**config.mk**
```make
export PLATFORM = sky130hd
export DESIGN_NAME = lru_key_value_cache
export DESIGN_NICKNAME = d
export VERILOG_FILES = /design/src/lkvc_pkg.sv /design/src/lkvc_ram.sv /design/src/lru_key_value_cache.sv
export SDC_FILE = /design/constraint.sdc
export NUM_CORES = 1
export LEC_CHECK = 0
export BUFFER_PORTS_ARGS = -buffer_cell sky130_fd_sc_hd__buf_2
export CAP_MARGIN = 30
export CORE_MARGIN = 8
export CORE_UTILIZATION = 35
export CTS_CLUSTER_SIZE = 20
export DETAILED_ROUTE_END_ITERATION = 8
export SETUP_SLACK_MARGIN = 0.05
export SLEW_MARGIN = 0
export SYNTH_ARGS = -nofsm -noshare
export SYNTH_HDL_FRONTEND = slang
export SYNTH_SLANG_ARGS = --single-unit
```
**constraint.sdc**
```tcl
create_clock -name clk -period 9.97 [get_ports clk]
set_input_delay 1.994 -clock clk [delete_from_list [all_inputs] [get_ports clk]]
set_output_delay 1.994 -clock clk [all_outputs]
set_load 0.005 [all_outputs]
```
**src/lkvc_pkg.sv**
```systemverilog
// Shared constants for the LRU key-value cache.
`default_nettype none

package lkvc_pkg;

  localparam int FIELD_BITS     = 32;
  localparam int CAP_BITS       = 5;
  localparam int CAP_RESET      = 16;
  localparam int DEF_ENTRIES    = 16;
  localparam int DEF_KEY_BITS   = 32;
  localparam int DEF_VALUE_BITS = 32;

  localparam logic MODE_GET = 1'b0;
  localparam logic MODE_PUT = 1'b1;

endpackage

`default_nettype wire

```
**src/lkvc_ram.sv**
```systemverilog
// Generic simple dual-port RAM with one write port and a registered read port.
`default_nettype none

module lkvc_ram #(
  parameter int WIDTH = 8,
  parameter int DEPTH = 16
) (
  input  wire logic                     clk,
  input  wire logic                     wr_en,
  input  wire logic [$clog2(DEPTH)-1:0] wr_addr,
  input  wire logic [WIDTH-1:0]         wr_data,
  input  wire logic                     rd_en,
  input  wire logic [$clog2(DEPTH)-1:0] rd_addr,
  output logic      [WIDTH-1:0]         rd_data
);

  logic [WIDTH-1:0] mem [DEPTH];

  always_ff @(posedge clk) begin
    if (wr_en) begin
      mem[wr_addr] <= wr_data;
    end
    if (rd_en) begin
      rd_data <= mem[rd_addr];
    end
  end

endmodule

`default_nettype wire

```
**src/lru_key_value_cache.sv**
```systemverilog
// Top level of the fully associative key-value cache with LRU replacement.
// Result: registered in the decide step after a scan of all entries, later while a prior
//   result is stalled. Requests stall until idle; a get miss frees the engine after the
//   decide step, while a get hit or any put also needs a second pass over the rank memory
//   port (a lookup scan, then a re-rank pass once the old rank of the target is known).
// Reset: synchronous, clears valid bits, entry count and handshake state, and
//   sets capacity to 16; a capacity write clears the store the same way.
`default_nettype none

module lru_key_value_cache #(
  parameter int ENTRIES    = lkvc_pkg::DEF_ENTRIES,
  parameter int KEY_BITS   = lkvc_pkg::DEF_KEY_BITS,
  parameter int VALUE_BITS = lkvc_pkg::DEF_VALUE_BITS
) (
  input  wire logic                              clk,
  input  wire logic                              rst,
  // request channel
  input  wire logic                              in_valid,
  output logic                                   in_stall,
  input  wire logic                              mode,
  input  wire logic [lkvc_pkg::FIELD_BITS-1:0]   lookup_key,
  input  wire logic [lkvc_pkg::FIELD_BITS-1:0]   write_value,
  // result channel
  output logic                                   out_valid,
  input  wire logic                              out_stall,
  output logic                                   found,
  output logic      [lkvc_pkg::FIELD_BITS-1:0]   read_value,
  // capacity register write
  input  wire logic                              cfg_valid,
  output logic                                   cfg_ready,
  input  wire logic [lkvc_pkg::CAP_BITS-1:0]     cfg_data
);

  localparam int FB       = lkvc_pkg::FIELD_BITS;
  localparam int CB       = lkvc_pkg::CAP_BITS;
  localparam int IDX_BITS = $clog2(ENTRIES);
  localparam int CNT_BITS = $clog2(ENTRIES + 1);
  localparam int CMP_BITS = (CNT_BITS > CB) ? CNT_BITS : CB;
  // Only the low bits of the 32-bit fields ever matter, so store no more than that.
  localparam int KS       = (KEY_BITS < FB) ? KEY_BITS : FB;
  localparam int VS       = (VALUE_BITS < FB) ? VALUE_BITS : FB;
  localparam int KV_BITS  = KS + VS;

  typedef enum logic [1:0] {
    ST_IDLE,
    ST_SCAN,
    ST_DECIDE,
    ST_PROMOTE
  } state_t;

  // Clip a written capacity: zero acts as one, anything above the depth as the depth.
  function automatic logic [CMP_BITS-1:0] clip_cap(input logic [CB-1:0] v);
    logic [CMP_BITS-1:0] w;
    w = CMP_BITS'(v);
    if (v == '0) begin
      w = CMP_BITS'(1);
    end else if (w > CMP_BITS'(ENTRIES)) begin
      w = CMP_BITS'(ENTRIES);
    end
    return w;
  endfunction

  state_t               state;
  logic [ENTRIES-1:0]   valid;
  logic [CNT_BITS-1:0]  count;
  logic [CMP_BITS-1:0]  eff_cap;

  // captured request
  logic                 req_mode;
  logic [KS-1:0]        req_key;
  logic [VS-1:0]        req_value;

  // pass sequencing: idx issues reads, rd_idx tags the data that comes back
  logic [CNT_BITS-1:0]  idx;
  logic                 rd_live;
  logic [IDX_BITS-1:0]  rd_idx;

  // scan findings
  logic                 hit_found;
  logic [IDX_BITS-1:0]  hit_idx;
  logic [VS-1:0]        hit_value;
  logic [IDX_BITS-1:0]  hit_rank;
  logic                 free_found;
  logic [IDX_BITS-1:0]  free_idx;
  logic                 lru_found;
  logic [IDX_BITS-1:0]  lru_idx;
  logic [IDX_BITS-1:0]  lru_rank;

  // re-rank target: the promoted slot and its rank before promotion
  logic [IDX_BITS-1:0]  slot;
  logic [CNT_BITS-1:0]  old_rank;

  // RAM ports
  logic                 kv_we;
  logic [IDX_BITS-1:0]  kv_waddr;
  logic [KV_BITS-1:0]   kv_wdata;
  logic                 kv_re;
  logic [KV_BITS-1:0]   kv_rdata;
  logic                 rank_we;
  logic [IDX_BITS-1:0]  rank_wdata;
  logic                 rank_re;
  logic [IDX_BITS-1:0]  rank_rdata;
  logic [IDX_BITS-1:0]  rd_addr;

  // decide-step terms
  logic                 issue;
  logic                 in_take;
  logic                 cfg_take;
  logic                 out_free;
  logic                 use_free;
  logic                 target_ok;
  logic [IDX_BITS-1:0]  target_idx;
  logic [CNT_BITS-1:0]  target_old;
  logic                 rd_entry_valid;
  logic [KS-1:0]        rd_key;

  assign in_stall  = (state != ST_IDLE);
  assign cfg_ready = (state == ST_IDLE);
  assign in_take   = in_valid && !in_stall;
  assign cfg_take  = cfg_valid && cfg_ready;
  assign out_free  = !out_valid || !out_stall;

  assign issue   = (idx < CNT_BITS'(ENTRIES));
  assign rd_addr = idx[IDX_BITS-1:0];
  assign rd_key  = kv_rdata[KV_BITS-1:VS];
  assign rd_entry_valid = valid[rd_idx];

  always_comb begin
    // Fill a free slot while under capacity; otherwise reuse the least recent one.
    use_free   = !hit_found && (CMP_BITS'(count) < eff_cap) && free_found;
    target_ok  = hit_found || use_free || lru_found;
    target_idx = lru_idx;
    target_old = CNT_BITS'(lru_rank);
    if (hit_found) begin
      target_idx = hit_idx;
      target_old = CNT_BITS'(hit_rank);
    end else if (use_free) begin
      target_idx = free_idx;
      target_old = CNT_BITS'(ENTRIES);
    end
  end

  always_comb begin
    kv_re    = (state == ST_SCAN) && issue;
    rank_re  = ((state == ST_SCAN) || (state == ST_PROMOTE)) && issue;
    kv_we    = (state == ST_DECIDE) && out_free && (req_mode == lkvc_pkg::MODE_PUT)
               && target_ok;
    kv_waddr = target_idx;
    kv_wdata = {req_key, req_value};
    // Entries more recent than the target age by one; the target itself drops to rank zero.
    rank_we  = (state == ST_PROMOTE) && rd_live &&
               ((rd_idx == slot) ||
                (rd_entry_valid && (CNT_BITS'(rank_rdata) < old_rank)));
    rank_wdata = (rd_idx == slot) ? '0 : (rank_rdata + IDX_BITS'(1));
  end

  lkvc_ram #(
    .WIDTH (KV_BITS),
    .DEPTH (ENTRIES)
  ) u_kv_ram (
    .clk     (clk),
    .wr_en   (kv_we),
    .wr_addr (kv_waddr),
    .wr_data (kv_wdata),
    .rd_en   (kv_re),
    .rd_addr (rd_addr),
    .rd_data (kv_rdata)
  );

  lkvc_ram #(
    .WIDTH (IDX_BITS),
    .DEPTH (ENTRIES)
  ) u_rank_ram (
    .clk     (clk),
    .wr_en   (rank_we),
    .wr_addr (rd_idx),
    .wr_data (rank_wdata),
    .rd_en   (rank_re),
    .rd_addr (rd_addr),
    .rd_data (rank_rdata)
  );

  always_ff @(posedge clk) begin
    if (rst) begin
      state     <= ST_IDLE;
      valid     <= '0;
      count     <= '0;
      eff_cap   <= clip_cap(CB'(lkvc_pkg::CAP_RESET));
      out_valid <= 1'b0;
      rd_live   <= 1'b0;
      idx       <= '0;
    end else begin
      // Drop the result once the consumer takes it; the decide step loads its own.
      if (out_valid && !out_stall && (state != ST_DECIDE)) begin
        out_valid <= 1'b0;
      end

      unique case (state)
        ST_IDLE: begin
          if (cfg_take) begin
            eff_cap <= clip_cap(cfg_data);
            valid   <= '0;
            count   <= '0;
          end
          if (in_take) begin
            req_mode   <= mode;
            req_key    <= KS'(lookup_key);
            req_value  <= VS'(write_value);
            hit_found  <= 1'b0;
            free_found <= 1'b0;
            lru_found  <= 1'b0;
            idx        <= '0;
            rd_live    <= 1'b0;
            state      <= ST_SCAN;
          end
        end

        ST_SCAN: begin
          if (issue) begin
            idx <= idx + CNT_BITS'(1);
          end
          rd_live <= issue;
          rd_idx  <= rd_addr;
          if (rd_live) begin
            // Keep the first match of each kind, in slot order.
            if (rd_entry_valid && (rd_key == req_key) && !hit_found) begin
              hit_found <= 1'b1;
              hit_idx   <= rd_idx;
              hit_value <= kv_rdata[VS-1:0];
              hit_rank  <= rank_rdata;
            end
            if (!rd_entry_valid && !free_found) begin
              free_found <= 1'b1;
              free_idx   <= rd_idx;
            end
            if (rd_entry_valid && !lru_found &&
                ((CNT_BITS'(rank_rdata) + CNT_BITS'(1)) == count)) begin
              lru_found <= 1'b1;
              lru_idx   <= rd_idx;
              lru_rank  <= rank_rdata;
            end
          end
          if (!issue && rd_live) begin
            state <= ST_DECIDE;
          end
        end

        ST_DECIDE: begin
          // Hold until the result register can take the outcome.
          if (out_free) begin
            out_valid  <= 1'b1;
            found      <= hit_found;
            read_value <= (hit_found && (req_mode == lkvc_pkg::MODE_GET))
                          ? FB'(hit_value) : '0;
            slot       <= target_idx;
            old_rank   <= target_old;
            idx        <= '0;
            rd_live    <= 1'b0;
            if ((req_mode == lkvc_pkg::MODE_GET) && !hit_found) begin
              state <= ST_IDLE;
            end else if (!target_ok) begin
              state <= ST_IDLE;
            end else begin
              if (use_free) begin
                count <= count + CNT_BITS'(1);
              end
              valid[target_idx] <= 1'b1;
              state <= ST_PROMOTE;
            end
          end
        end

        ST_PROMOTE: begin
          if (issue) begin
            idx <= idx + CNT_BITS'(1);
          end
          rd_live <= issue;
          rd_idx  <= rd_addr;
          if (!issue && rd_live) begin
            state <= ST_IDLE;
          end
        end

        default: begin
          state <= ST_IDLE;
        end
      endcase
    end
  end

  // Valid bits and the fill count track each other.
  a_count_matches_valid: assert property (@(posedge clk) disable iff (rst)
    $countones(valid) == count)
    else $error("entry count disagrees with valid bits");

  // The store never holds more entries than the clipped capacity.
  a_count_within_cap: assert property (@(posedge clk) disable iff (rst)
    CMP_BITS'(count) <= eff_cap)
    else $error("entry count above capacity");

  // A capacity write empties the store.
  a_cfg_clears: assert property (@(posedge clk) disable iff (rst)
    cfg_take |=> (valid == '0) && (count == '0))
    else $error("capacity write did not clear the store");

  // Ranks are rewritten only during the re-rank pass.
  a_rank_write_in_promote: assert property (@(posedge clk) disable iff (rst)
    rank_we |-> (state == ST_PROMOTE) && rd_live)
    else $error("rank write outside re-rank pass");

endmodule

`default_nettype wire
```
==> metrics.txt <==
Max Buffers Root-to-Sink=3; status=completed; clock skew after layout=0.02274 ns; total gr overflow=0; Static Leak=0.01777 uW; clock tree from TritonCTS=done; Site Rows=140; final-layout fill cell count=12420; area of the core=0.1449 mm2; kind of critical path=reg -> reg; final critical delay including setup and external delays=4.652 ns; number of distinct standard cells referenced by the synthesized netlist=60; top library cells by usage in the layout, fill and taps aside=1322 x sky130_fd_sc_hd__edfxtp_1, 345 x sky130_fd_sc_hd__mux4_2, 141 x sky130_fd_sc_hd__clkbuf_16; Final Hold Slack=0.4124 ns; routed via count=22410; part of the Yosys area used for sequential elements=79.51%; nature of the critical path startpoint=register; post-CTS repair timing setup buffer count=0; clock-pin slew on the worst setup and hold paths=0.06 ns; number of setup violations in the final report=0; global-route usage over all layers=13.73%; Skew-Pair Late Insertion Delay=0.75 ns; aggregate routed wire length=109500 um; number of hold-repair buffers added at the cts stage=0; total standard cell area after synthesis=0.05081 mm2; Placed Cells=4112; slew at the pin closest to its max-slew limit=1.195 ns; last weighted congestion value of the routability-driven placer=0.7569; post-layout utilization of the core=40.39%; achievable frequency=215.0 MHz; number of buffer cells added on primary ports=110; Yosys Warn Count=0; wire length of the first global-routing pass=161400 um; fraction of layout instances using a drive strength above 1=30.13%; x dimension of the die=397.0 um; required time of the critical path=10.33 ns; setup repair after global routing missed its margin=no; # IOs=111; final-report max-slew violation count=0; number of clock buffers inserted by TritonCTS=138; number of global-route vias before repair=23660; Max Cap Viol=0; crit path capture type=register; average wire per standard cell=25.06 um; number of clock sinks=1357; CTS root buffer=sky130_fd_sc_hd__clkbuf_16; Final ANT Viol Nets=0; # resized after CTS=0; die outline area=0.1576 mm2; effective utilization at floorplan=35.07%; fraction of registers with async set/reset=0%; most common cell after layout, fill and taps aside=sky130_fd_sc_hd__edfxtp_1; starting DRC count in detailed routing=2343; share of the clock period used by the worst path=46.66%; Hold Path Class=reg -> reg; primary flip-flop cell chosen by synthesis mapping=sky130_fd_sc_hd__edfxtp_1; iteration count of the initial detailed-routing pass=8; Max-slew headroom=20.36%; average size of a mapped cell=23.72 um2; initial antenna violation count=2; number of enable flip-flop cells after synthesis=1322; power per cell area=199.5 mW/mm2; final HPWL from detailed placement=59940 um; number of H-tree branching levels=4; maximum number of pins on one net before global-route repair=156; highest ir drop seen on vdd=121.3 uV; y dimension of the die=397.0 um; Gate Count Post-Synth=2142; Post-route DRC=0; synthesized net count=2227; setup_tns=0 ns; data arrival at the endpoint of the critical path=5.01 ns; net total in the final layout=2428; post-layout instance count excluding filler cells=4367; final hold violation count=0; Layout Area Growth over Synthesis=15.15%; worst-path maximum fanout=42; average via count per standard cell=5.132; flip-flop and latch count after synthesis=1357
## final cells by class
class	count	area, um2	share of cell area (%)
Tap cell	1917	2399	4.100
Inverter	19	76.32	0.1305
Antenna cell	1	2.502	0.004277
Clock buffer	168	3630	6.204
Clock inverter	78	762.0	1.302
Multi-Input combinational cell	667	10060	17.19
Timing Repair Buffer	160	1164	1.989
Sequential cell	1357	40410	69.08
## power by group
part	switching (uW)	leakage [uW]	internal, uW	total (uW)
sequential	62.7	0.0122	6270	6330
clock	2150	0.00213	2870	5020
combinational	163	0.00341	157	320
## flip-flops by register name, summed over array words and instances, names as in the netlist, 16 cells and up
| register | count |
|---|---|
| u_rank_ram.mem | 64 |
| read_value | 32 |
| req_value | 32 |
| req_key | 32 |
| valid | 16 |
| u_kv_ram.rd_data | 64 |
| u_kv_ram.mem | 1024 |
| hit_value | 32 |
## stage by stage
stage | instance area, um2 | setup slack, ns | power (uW)
finish | 58500 | 5.318 | 11670
CTS | 58310 | 5.135 | 11800
floorplan | 50810 | 2.203 | 6654
detailed placement | 53920 | 4.482 | 6776
global placement | 53790 | 4.623 | 6765
global route | 58500 | 4.984 | 12020
## layer usage
layer	GRT usage (%)	wire length (um)
met1	19.05	47890
met2	22.56	53670
met3	2.307	5978
met4	3.717	1901
met5	0	12
## critical path: stages, from the launching register on
cell	delay, ns
sky130_fd_sc_hd__edfxtp_1	0.94
sky130_fd_sc_hd__inv_1	0.35
sky130_fd_sc_hd__nand3_1	0.17
sky130_fd_sc_hd__o22ai_2	0.18
sky130_fd_sc_hd__a21oi_1	0.49
sky130_fd_sc_hd__nand3_1	0.42
sky130_fd_sc_hd__nor2_4	0.86
sky130_fd_sc_hd__buf_4	0.81
## cells in the mapped netlist, drive strengths merged (8+ instances only)
cell | instances | area share [%]
a21oi | 29 | 0.29
a22o | 8 | 0.14
and2 | 34 | 0.42
buf | 37 | 0.38
clkbuf | 62 | 0.46
dfxtp | 35 | 1.4
edfxtp | 1322 | 78
ha | 10 | 0.25
inv | 19 | 0.15
mux4 | 345 | 15
nand2 | 21 | 0.16
nand2b | 8 | 0.099
nand3 | 8 | 0.079
nor2 | 56 | 0.41
nor3 | 10 | 0.11
nor4 | 15 | 0.20
o21ai | 9 | 0.12
xnor2 | 11 | 0.19
xor2 | 37 | 0.64
## kinds of logic (layout without fill, tap and decap cells)
family                   after synthesis  count (layout)  synth area share (%)
flip-flops                          1357            1357                 79.51
other                                  0               1                     0
multiplexers                         349             349                 15.38
AND/OR/NAND/NOR                      187             187                 1.985
adder cells (fa/ha/maj)               10              10                0.2463
buffers and inverters                118             425                0.9875
AO/OA/AOI/OAI                         73              73                 1.059
XOR/XNOR                              48              48                0.8274
## worst paths after layout
path	cells past startpoint	slack [ns]	from	to
worst max-delay path	7	5.32	hit_found$_DFFE_PP_	u_kv_ram.mem[15][42]$_DFFE_PP_
worst max register to register	7	5.32	hit_found$_DFFE_PP_	u_kv_ram.mem[15][42]$_DFFE_PP_
worst min register to register	0	0.41	u_kv_ram.rd_data[9]$_DFFE_PP_	hit_value[9]$_DFFE_PP_
worst min-delay path	0	0.41	u_kv_ram.rd_data[9]$_DFFE_PP_	hit_value[9]$_DFFE_PP_
Note: power is estimated with default switching activity, not from simulation.
